==> src/rtl/sct_pkg.sv <==
// Shared types, codes and character constants for the shell command tokenizer.
// Used by sct_step, sct_outq and shell_command_tokenizer; depends on nothing.
package sct_pkg;

  // Word length limit ceiling and register reset value
  localparam logic [9:0] WORD_LIMIT_MAX = 10'd1023;
  localparam logic [9:0] WORD_LIMIT_RST = 10'd150;

  // Output queue depth
  localparam int unsigned OUTQ_DEPTH = 4;
  localparam int unsigned OUTQ_AW    = $clog2(OUTQ_DEPTH);

  // Lexer modes
  localparam logic [1:0] MODE_NEUTRAL = 2'd0;
  localparam logic [1:0] MODE_GT      = 2'd1;
  localparam logic [1:0] MODE_QUOTE   = 2'd2;
  localparam logic [1:0] MODE_WORD    = 2'd3;

  // Token kinds
  localparam logic [3:0] K_CHAR  = 4'd0;
  localparam logic [3:0] K_WORD  = 4'd1;
  localparam logic [3:0] K_COMMA = 4'd2;
  localparam logic [3:0] K_SEMI  = 4'd3;
  localparam logic [3:0] K_AMP   = 4'd4;
  localparam logic [3:0] K_BAR   = 4'd5;
  localparam logic [3:0] K_LT    = 4'd6;
  localparam logic [3:0] K_EQU   = 4'd7;
  localparam logic [3:0] K_NL    = 4'd8;
  localparam logic [3:0] K_GT    = 4'd9;
  localparam logic [3:0] K_GTGT  = 4'd10;
  localparam logic [3:0] K_ERROR = 4'd11;
  localparam logic [3:0] K_END   = 4'd12;

  // Characters of interest
  localparam logic [7:0] CH_COMMA = 8'h2C;
  localparam logic [7:0] CH_SEMI  = 8'h3B;
  localparam logic [7:0] CH_AMP   = 8'h26;
  localparam logic [7:0] CH_BAR   = 8'h7C;
  localparam logic [7:0] CH_LT    = 8'h3C;
  localparam logic [7:0] CH_EQU   = 8'h3D;
  localparam logic [7:0] CH_GT    = 8'h3E;
  localparam logic [7:0] CH_QUOTE = 8'h22;
  localparam logic [7:0] CH_BSL   = 8'h5C;
  localparam logic [7:0] CH_NL    = 8'h0A;
  localparam logic [7:0] CH_TAB   = 8'h09;
  localparam logic [7:0] CH_SPACE = 8'h20;

  // Input word
  typedef struct packed {
    logic [7:0] in_char;
    logic       at_end;
  } sct_in_t;

  // Result word
  typedef struct packed {
    logic [3:0] kind;
    logic [7:0] out_char;
    logic       last;
  } sct_out_t;

  // Lexer state
  typedef struct packed {
    logic [1:0] mode;
    logic       esc;
    logic [9:0] cnt;
  } sct_state_t;

  // One candidate token plus the state it leaves behind
  typedef struct packed {
    logic       v;
    logic [3:0] kind;
    logic [7:0] ch;
    logic [1:0] mode;
    logic [9:0] cnt;
  } sct_tok_t;

  // Everything one input word produces
  typedef struct packed {
    logic [1:0] n;
    sct_out_t   r0;
    sct_out_t   r1;
    sct_state_t nxt;
  } sct_step_t;

endpackage

==> src/rtl/sct_step.sv <==
// Next-state and token logic of the tokenizer for one input word.
// Depends on sct_pkg.
module sct_step import sct_pkg::*; (
  input  sct_in_t    in_data,
  input  sct_state_t cur,
  input  logic [9:0] limit,
  output sct_step_t  res
);

  // Count one word character; replace it with error at the limit
  function automatic sct_tok_t accept_char(input logic [7:0] c, input logic [9:0] cnt,
                                           input logic [9:0] lim, input logic [1:0] mode);
    logic [9:0] cnt1;
    sct_tok_t   t;
    cnt1 = cnt + 10'd1;
    t.v  = 1'b1;
    if (cnt1 >= lim) begin
      t.kind = K_ERROR;
      t.ch   = 8'd0;
      t.mode = MODE_NEUTRAL;
      t.cnt  = 10'd0;
    end else begin
      t.kind = K_CHAR;
      t.ch   = c;
      t.mode = mode;
      t.cnt  = cnt1;
    end
    return t;
  endfunction

  // Handle a character seen from neutral
  function automatic sct_tok_t neutral_char(input logic [7:0] c, input logic [9:0] lim);
    sct_tok_t t;
    t.v    = 1'b1;
    t.kind = K_CHAR;
    t.ch   = 8'd0;
    t.mode = MODE_NEUTRAL;
    t.cnt  = 10'd0;
    case (c)
      CH_COMMA: t.kind = K_COMMA;
      CH_SEMI:  t.kind = K_SEMI;
      CH_AMP:   t.kind = K_AMP;
      CH_BAR:   t.kind = K_BAR;
      CH_LT:    t.kind = K_LT;
      CH_EQU:   t.kind = K_EQU;
      CH_NL:    t.kind = K_NL;
      CH_SPACE: t.v    = 1'b0;
      CH_TAB:   t.v    = 1'b0;
      CH_GT: begin
        t.v    = 1'b0;
        t.mode = MODE_GT;
      end
      CH_QUOTE: begin
        t.v    = 1'b0;
        t.mode = MODE_QUOTE;
      end
      default: t = accept_char(c, 10'd0, lim, MODE_WORD);
    endcase
    return t;
  endfunction

  function automatic logic is_delim(input logic [7:0] c);
    return (c == CH_COMMA) || (c == CH_SEMI) || (c == CH_AMP) || (c == CH_BAR) ||
           (c == CH_LT) || (c == CH_GT) || (c == CH_NL) || (c == CH_SPACE) ||
           (c == CH_TAB) || (c == CH_EQU);
  endfunction

  logic [9:0] lim;
  sct_tok_t   tn;
  sct_tok_t   ta;
  sct_step_t  s;

  // Cap the configured limit
  assign lim = (limit > WORD_LIMIT_MAX) ? WORD_LIMIT_MAX : limit;
  assign tn  = neutral_char(in_data.in_char, lim);
  assign ta  = accept_char(in_data.in_char, cur.cnt, lim, cur.mode);

  // Pick results and next state by mode
  always_comb begin
    s          = '0;
    s.nxt      = cur;
    if (in_data.at_end) begin
      s.n       = 2'd1;
      s.r0.kind = K_END;
      s.nxt     = '0;
    end else begin
      case (cur.mode)
        MODE_NEUTRAL: begin
          s.n           = {1'b0, tn.v};
          s.r0.kind     = tn.kind;
          s.r0.out_char = tn.ch;
          s.nxt.mode    = tn.mode;
          s.nxt.cnt     = tn.cnt;
          s.nxt.esc     = 1'b0;
        end
        MODE_GT: begin
          s.nxt = '0;
          if (in_data.in_char == CH_GT) begin
            s.n       = 2'd1;
            s.r0.kind = K_GTGT;
          end else begin
            s.n           = tn.v ? 2'd2 : 2'd1;
            s.r0.kind     = K_GT;
            s.r1.kind     = tn.kind;
            s.r1.out_char = tn.ch;
            s.nxt.mode    = tn.mode;
            s.nxt.cnt     = tn.cnt;
          end
        end
        MODE_QUOTE: begin
          if (cur.esc || ((in_data.in_char != CH_BSL) && (in_data.in_char != CH_QUOTE))) begin
            s.n           = 2'd1;
            s.r0.kind     = ta.kind;
            s.r0.out_char = ta.ch;
            s.nxt.mode    = ta.mode;
            s.nxt.cnt     = ta.cnt;
            s.nxt.esc     = 1'b0;
          end else if (in_data.in_char == CH_BSL) begin
            s.nxt.esc = 1'b1;
          end else begin
            s.n       = 2'd1;
            s.r0.kind = K_WORD;
            s.nxt     = '0;
          end
        end
        default: begin
          if (is_delim(in_data.in_char)) begin
            s.n           = tn.v ? 2'd2 : 2'd1;
            s.r0.kind     = K_WORD;
            s.r1.kind     = tn.kind;
            s.r1.out_char = tn.ch;
            s.nxt.mode    = tn.mode;
            s.nxt.cnt     = tn.cnt;
            s.nxt.esc     = 1'b0;
          end else begin
            s.n           = 2'd1;
            s.r0.kind     = ta.kind;
            s.r0.out_char = ta.ch;
            s.nxt.mode    = ta.mode;
            s.nxt.cnt     = ta.cnt;
          end
        end
      endcase
    end
    // Flag the final result of this word
    s.r0.last = (s.n == 2'd1);
    s.r1.last = (s.n == 2'd2);
  end

  assign res = s;

endmodule

==> src/rtl/sct_outq.sv <==
// Small result queue: takes up to two result words per cycle, hands out one.
// Depends on sct_pkg.
module sct_outq import sct_pkg::*; (
  input  logic     clk,
  input  logic     rst_n,
  input  logic [1:0] push_n,
  input  sct_out_t push0,
  input  sct_out_t push1,
  output logic     room,
  output logic     out_valid,
  input  logic     out_ready,
  output sct_out_t out_data
);

  sct_out_t               mem [OUTQ_DEPTH];
  logic [OUTQ_AW-1:0]     wptr_r, wptr_nxt;
  logic [OUTQ_AW-1:0]     rptr_r, rptr_nxt;
  logic [OUTQ_AW:0]       count_r, count_nxt;
  logic                   pop;

  assign out_valid = (count_r != '0);
  assign out_data  = mem[rptr_r];
  assign pop       = out_valid && out_ready;
  // Leave space for the largest burst of one word
  assign room      = (count_r <= (OUTQ_AW+1)'(OUTQ_DEPTH - 2));

  // Advance pointers and count
  always_comb begin
    wptr_nxt  = wptr_r + OUTQ_AW'(push_n);
    rptr_nxt  = rptr_r + OUTQ_AW'(pop);
    count_nxt = count_r + (OUTQ_AW+1)'(push_n) - (OUTQ_AW+1)'(pop);
  end

  always_ff @(posedge clk) begin
    if (!rst_n) begin
      wptr_r  <= '0;
      rptr_r  <= '0;
      count_r <= '0;
    end else begin
      wptr_r  <= wptr_nxt;
      rptr_r  <= rptr_nxt;
      count_r <= count_nxt;
    end
  end

  // Store pushed words
  always_ff @(posedge clk) begin
    if (push_n != 2'd0) begin
      mem[wptr_r] <= push0;
    end
    if (push_n == 2'd2) begin
      mem[wptr_r + OUTQ_AW'(1)] <= push1;
    end
  end

  a_no_overflow: assert property (@(posedge clk) disable iff (!rst_n)
    count_r <= (OUTQ_AW+1)'(OUTQ_DEPTH))
    else $error("result queue count beyond depth");

  a_push_fits: assert property (@(posedge clk) disable iff (!rst_n)
    (push_n != 2'd0) |-> room)
    else $error("push into queue without room");

  a_ptr_gap: assert property (@(posedge clk) disable iff (!rst_n)
    OUTQ_AW'(wptr_r - rptr_r) == OUTQ_AW'(count_r))
    else $error("queue pointers disagree with count");

endmodule

==> src/rtl/shell_command_tokenizer.sv <==
// Top level of the shell command tokenizer: state registers, limit register,
// step logic and result queue. Depends on sct_pkg, sct_step and sct_outq.
//
// Usage:
//   in_valid/in_ready/in_data carry one command-line byte per word, or an
//   end marker (at_end). out_valid/out_ready/out_data carry tokens: word
//   characters, delimiters, word, error and end; last marks the final token
//   caused by an input word. A word may cause zero, one or two tokens.
//   cfg_we/cfg_wdata write the word length limit while the block is idle.
// Output: each token is stored in the result queue and shown at out_data.
// Throughput: one input byte per cycle while out_ready is high and each byte
//   yields at most one token; the output port drains one token per cycle, so
//   bytes that yield two tokens (closing a word on a delimiter, a lone '>'
//   before another token) fill the queue. A four-entry queue sets in_ready.
// Reset: lexer returns to neutral, queue empties, limit becomes 150.
// Stall: when out_ready is low, tokens wait in the queue and in_ready drops
//   once fewer than two entries are free; nothing is lost.
module shell_command_tokenizer import sct_pkg::*; (
  input  logic       clk,
  input  logic       rst_n,
  input  logic       in_valid,
  output logic       in_ready,
  input  sct_in_t    in_data,
  output logic       out_valid,
  input  logic       out_ready,
  output sct_out_t   out_data,
  input  logic       cfg_we,
  input  logic [9:0] cfg_wdata
);

  sct_state_t st_r, st_nxt;
  logic [9:0] limit_r;
  sct_step_t  step;
  logic       accept;
  logic [1:0] push_n;

  sct_step u_step (
    .in_data (in_data),
    .cur     (st_r),
    .limit   (limit_r),
    .res     (step)
  );

  assign accept = in_valid && in_ready;
  assign push_n = accept ? step.n : 2'd0;
  assign st_nxt = accept ? step.nxt : st_r;

  sct_outq u_outq (
    .clk       (clk),
    .rst_n     (rst_n),
    .push_n    (push_n),
    .push0     (step.r0),
    .push1     (step.r1),
    .room      (in_ready),
    .out_valid (out_valid),
    .out_ready (out_ready),
    .out_data  (out_data)
  );

  // Hold lexer state and limit
  always_ff @(posedge clk) begin
    if (!rst_n) begin
      st_r    <= '0;
      limit_r <= WORD_LIMIT_RST;
    end else begin
      st_r <= st_nxt;
      if (cfg_we) begin
        limit_r <= cfg_wdata;
      end
    end
  end

  a_end_clears: assert property (@(posedge clk) disable iff (!rst_n)
    (accept && in_data.at_end) |=> (st_r == '0))
    else $error("end marker did not clear lexer state");

  a_neutral_zero: assert property (@(posedge clk) disable iff (!rst_n)
    ((st_r.mode == MODE_NEUTRAL) || (st_r.mode == MODE_GT)) |-> (st_r.cnt == 10'd0))
    else $error("word count held outside a word");

  a_esc_quote: assert property (@(posedge clk) disable iff (!rst_n)
    st_r.esc |-> (st_r.mode == MODE_QUOTE))
    else $error("escape pending outside a quote");

  a_end_token: assert property (@(posedge clk) disable iff (!rst_n)
    (accept && in_data.at_end) |-> (step.n == 2'd1 && step.r0.kind == K_END))
    else $error("end marker without end token");

endmodule
==> config.mk <==
export PLATFORM = sky130hd
export DESIGN_NAME = shell_command_tokenizer
export DESIGN_NICKNAME = d
export VERILOG_FILES = /design/src/rtl/sct_pkg.sv /design/src/rtl/sct_step.sv /design/src/rtl/sct_outq.sv /design/src/rtl/shell_command_tokenizer.sv
export SDC_FILE = /design/constraint.sdc
export NUM_CORES = 1
export LEC_CHECK = 0
export ABC_AREA = 1
export ABC_CLOCK_PERIOD_IN_PS = 2600
export BUFFER_PORTS_ARGS = -buffer_cell sky130_fd_sc_hd__buf_2
export CORE_MARGIN = 1
export CORE_UTILIZATION = 55
export DETAILED_ROUTE_END_ITERATION = 16
export PLACE_DENSITY_LB_ADDON = 0.15
export RECOVER_POWER = 50
export SYNTH_ARGS = -nofsm -noshare
export SYNTH_HDL_FRONTEND = slang
export SYNTH_SLANG_ARGS = --single-unit
==> constraint.sdc <==
create_clock -name clk -period 2.6 [get_ports clk]
set_input_delay 0 -clock clk [delete_from_list [all_inputs] [get_ports clk]]
set_output_delay 0 -clock clk [all_outputs]
set_load 0.02 [all_outputs]
---- Word-level counts from Yosys, hierarchy flattened ----
Memories as Yosys holds them, arrays and structs flattened. A register that Yosys moved wholly into a read port is not among the register bits.
Cells that the tools add are included.
storage, ports and cells
  flip-flop bits (word level) ............. 30
  word-level logic and storage cells ...... 101
  RAM bits ................................ 52
  output and inout port bits .............. 15
  memories kept ........................... 1
  input bits .............................. 24
cells by class
  muxes and demuxes ....................... 40
  $add $sub $neg .......................... 6
  $lt $le $gt $ge ......................... 4
  equal/unequal tests ..................... 20
  reduce and logical (&&, ||, !) cells .... 23
memories
  name        words  width  rd ports  clocked after memory_dff  wr ports  line            text
  u_outq.mem  4      13     1         1                         2         sct_outq.sv:15  sct_out_t mem [OUTQ_DEPTH];
operator list
  cell                   count
  $eq 8x6->1 const B     8
  $mux 10                5
  $mux 24                2
  $pmux 13 s3            1
  $mux 12                3
  $mux 8                 4
  $pmux 4 s8             1
  $mux 13                2
  $mux 6                 4
  $pmux 12 s2            1
  $pmux 8 s3             1
  $pmux 6 s3             1
  $eq 8x4->1 const B     2
  $eq 8x7->1 const B     2
  $mux 2                 6
  $reduce_or 11->1       1
  $add 10x1->10 const B  1
  $ge 1x10->1 const A    1
  $ge 10x10->1           1
  $gt 10x10->1 const B   1
  $logic_or 1x1->1       10
  $reduce_or 9->1        1
  $ne 8x6->1 const B     1
  $ne 8x7->1 const B     1
  other kinds (20)       32

---- Depth between registers and ports, before layout ----
  depth in word-level cells ............... 17
  mapped depth ............................ 18
  mapped depth without buffers ............ 18

---- By module ----
A second synthesis with hierarchy kept.
unflattened totals
  cell total of the unflattened synthesis .. 799
  area, all modules ....................... 5798.1 µm²
by module, submodules not included
  module                   cells an instance  area an instance (µm²)  instances  seq. area each (µm²)
  sct_outq                 308                3201.8                  1          1701.6
  sct_step                 362                1697.9                  1          0.0
  shell_command_tokenizer  129                898.4                   1          460.4

---- Least setup slack after synthesis ----
Ideal clock, no wire load.
  kind .................................... register to register
  start ................................... register st_r[2] (netlist bit)
  end ..................................... memory u_outq.mem[0][1] (netlist bit), data pin
  cell stages (with the launch flop) ...... 16
  setup time .............................. 0.136 ns
  required time ........................... 2.464 ns
  buffers on the path ..................... 0
  data arrival time ....................... 2.508 ns
  setup slack ............................. -0.044 ns
  period minus slack after synthesis ...... 2.644 ns
  cells stage by stage .................... dfxtp_1 -> inv_1 -> nor3_1 -> nand2_1 -> nor2_1 -> nand2_1 -> xor2_1 -> inv_1 -> ha_1 -> a21oi_1 -> o21a_1 -> nand3_1 -> a21oi_1 -> o21bai_1 -> nand3_1 -> nand2_1
RTL lines
  what                      line                           text
  start: declaration        shell_command_tokenizer.sv:31  sct_state_t st_r, st_nxt;
  start signal: assignment  shell_command_tokenizer.sv:66  st_r <= st_nxt;
  end: declaration          sct_outq.sv:15

==> flow_summary_export.csv <==
group,metric,value,unit
run_status,status,"complete, but fails checks",
run_status,violations,"design-rule violations, negative setup slack",
worst_setup_path,crit_type,"reg2reg",
min_path,hold-path-endpoint,"u_outq.mem[2][8]$_DFFE_PP_",
worst_setup_path,critPathRequiredTime,2.72,ns
floorplan,coreArea,8806,um^2
sta,period_minus_slack,2.723,ns
synth,yosysSeqAreaShare,42.95,%
floorplan,die_area,9538,um^2
place,dpl.hpwl,9.475,mm
job,cap_violations,0,
floorplan,start_util,57.16,%
worst_setup_path,start_kind,"flip-flop",
clock_tree,cts-root-buf,"clkbuf_8",
power_and_ir_drop,p_total,4060,uW
layout,antenna_cells,0,
worst_setup_path,regToRegEndpoint,"u_outq.mem[3][12]$_DFFE_PP_",
sta,skew,0.02439,ns
place,gp_congestion,0.9658,
place,place_area,5550,um^2
place,numPortBuffers,38,
sta,setup_viol,45,
min_path,min_path_type,"in2reg",
grt,grt_pass1_wl,23.05,mm
layout,ff_latch_area,2170,um^2
worst_setup_path,end_kind,"flip-flop",
layout,design_area,6334,um^2
power_and_ir_drop,p_per_area,641.0,nW/um^2
power_and_ir_drop,ir_drop,0.2893,mV
synth,synth_nets,709,
min_path,hold_start,"in_data[8]",
layout,fillers,659,
synth,synth_cell_types,31,
synth,netlist_instances,664,
synth,synth.avg_cell_area,7.581,um^2
drt,vias,5024,
drt,avgRoutedWirePerCell,16.91,um
drt,wl_met1,6.032,mm
clock_tree,clock_latency,0.36,ns
drt,wl,14.88,mm
clock_tree,cts_htree_levels,3,
layout,area_growth,25.83,%
synth,ys_warn_count,0,
drt,routed.top_layer,"met4",
sta,finalMaxSlewViolations,0,
clock_tree,clk_path_buf_depth,2,
sta,relSlewSlack,48.43,%
sta,fmax,367.2,MHz
worst_setup_path,r2r_cells,15,
drt,firstDrtPassIters,13,
layout,fin_nets,812,
floorplan,die_w,97.67,um
place,dpl_worst_slack,-0.2245,ns
layout,multiInputGateArea,2759,um^2
drt,wl_met3,1.014,mm
sta,rsz0062_at_grt,"yes",
grt,first_global_vias,4708,
grt,antenna_found_initial,0,
drt,drc_errors,4,
synth,netlist_area,5034,um^2
worst_setup_path,cp_max_fo,4,
grt,grt_util_all_layers,30.95,%
layout,final_util,71.92,%
sta,finalCritPeriodShare,104.7,%
sta,tightest_slew,0.7727,ns
drt,drtIter0Drc,500,
clock_tree,cts_made_buffers,9,
clock_tree,clk_pin_slew_worst_paths,0.10,ns
drt,postRouteAntennaNets,0,
power_and_ir_drop,p_leak,0.002871,uW
drt,viasPerCell,5.709,
grt,overflow,0,
drt,wl_met2,7.414,mm
layout,drive_gt1_share,24.22,%
sta,layout_setup_ws,-0.1235,ns
worst_setup_path,r2r-start,"st_r[1]$_SDFFE_PN0P_",
sta,setup_tns,-1.464,ns
grt,grt_max_degree,49,
min_path,holdPathStages,3,
floorplan,dieHeight,97.67,um
synth,synth_seq_cells,82,
clock_tree,cts_sinks,82,
sta,hold_violations,0,
floorplan,ios,39,
worst_setup_path,worstPathArrival,2.84,ns
floorplan,fp-row-count,34,
worst_setup_path,reg2reg_slack,-0.12,ns
clock_tree,cts_tree,"yes",
==> worst max path at each step <==
| stage | startpoint | endpoint | depth (start not counted) |
|---|---|---|---|
| after floorplan | st_r[2]$_SDFFE_PN0P_ | u_outq.mem[0][1]$_DFFE_PP_ | 15 |
| after global placement | st_r[1]$_SDFFE_PN0P_ | u_outq.mem[3][9]$_DFFE_PP_ | 18 |
| after global routing | st_r[1]$_SDFFE_PN0P_ | u_outq.mem[1][12]$_DFFE_PP_ | 15 |
| after detailed placement | st_r[0]$_SDFFE_PN0P_ | u_outq.mem[3][9]$_DFFE_PP_ | 18 |
| after CTS | st_r[0]$_SDFFE_PN0P_ | u_outq.mem[3][9]$_DFFE_PP_ | 18 |
| final | st_r[1]$_SDFFE_PN0P_ | u_outq.mem[3][12]$_DFFE_PP_ | 15 |
==> kinds of logic after synthesis <==
| family | count (synthesis) | synth area share (%) |
|---|---|---|
| fa+ha+maj | 21 | 5.369 |
| simple gates | 367 | 32.64 |
| xor+xnor | 12 | 2.088 |
| flops | 82 | 42.95 |
| compound gates | 91 | 9.620 |
| buf+inv | 91 | 7.333 |
==> layout make-up <==
type / count / area share, %
Multi-Input combinational cell: 491 / 43.56
Sequential cell: 82 / 34.26
Timing Repair Buffer: 118 / 13.37
Inverter: 65 / 3.912
Tap cell: 108 / 2.134
Clock buffer: 10 / 2.035
Clock inverter: 6 / 0.7309
==> per-layer routing <==
| metal | vias to the layer above | GRT usage [%] |
|---|---|---|
| li1 | 2416 | - |
| met3 | 46 | 5.180 |
| met1 | 2322 | 39.16 |
| met4 | 0 | 9.324 |
| met5 | - | 0 |
| met2 | 240 | 54.06 |
==> cell usage in the layout (no fill, tap or decap), drive strengths merged, types with 8 or more instances in the layout <==
| cell type | synthesis | routed |
|---|---|---|
| xor2 | 8 | 8 |
| o21ai | 41 | 41 |
| dfxtp | 30 | 30 |
| inv | 63 | 67 |
| ha | 20 | 20 |
| a21oi | 32 | 32 |
| edfxtp | 52 | 52 |
| nand4 | 15 | 15 |
| nand3 | 81 | 81 |
| nor2 | 94 | 94 |
| clkbuf | 17 | 26 |
| dlygate4sd3 | 0 | 21 |
| o22ai | 13 | 13 |
| nand2 | 173 | 173 |
| buf | 9 | 81 |
==> per-stage QoR <==
step                      instances  hold WS [ns]
after floorplan                 664        0.1264
after global placement          824        0.2255
after detailed placement        824        0.2304
after CTS                       872       0.03366
after global routing            880       0.05108
final                           880       0.04122
==> worst max-delay path: stages (launching register included) <==
cell     delay, ns
dfxtp_2       0.38
inv_2         0.07
nor4_4        0.31
nand3_2       0.13
xnor2_2       0.17
ha_1          0.34
a21oi_2       0.13
o21a_1        0.14
nand3_2       0.10
buf_6         0.15
a21oi_2       0.13
nand2_1       0.08
nand2_1       0.07
nand2_2       0.08
nand2_1       0.09
nand2_1       0.07
==> where the power goes <==
group / switching [uW] / internal [uW] / leakage, uW
clock network: 513 / 361 / 0.0000911
logic: 1070 / 480 / 0.00205
registers: 66.9 / 1570 / 0.000729
==> flip-flops by register name, indices dropped and copies added (netlist names) <==
signal and flops:
u_outq.count_r 3, u_outq.mem 52, limit_r 10, u_outq.rptr_r 2, u_outq.wptr_r 2, st_r 13
==> synthesized netlist by cell type (all sizes together) <==
cell type | n | area share (%)
clkinv | 2 | 0.15
o22ai | 13 | 1.6
nand4 | 15 | 1.9
ha | 20 | 5.0
edfxtp | 52 | 31
o21ai | 41 | 4.1
o211ai | 1 | 0.15
inv | 63 | 4.7
dfxtp | 30 | 12
nand3 | 81 | 8.5
fa | 1 | 0.40
a21boi | 1 | 0.15
nor3 | 3 | 0.30
nor4 | 1 | 0.12
xnor2 | 4 | 0.70
buf | 9 | 1.2
o21a | 2 | 0.30
nand2 | 173 | 14
o21bai | 1 | 0.15
a21oi | 32 | 3.2
xor2 | 8 | 1.4
clkbuf | 17 | 1.3
nor2 | 94 | 8.3
==> repair_timing <==
item | CTS | global route
resized for setup | 26 | 45
buffers inserted | 11 | 8
pin swaps | 24 | 68
setup endpoints to repair | 47 | 59
hold buffers | 21 | 0
hold endpoints to repair | 15 | 0
Power figures use the tool's default switching activity.
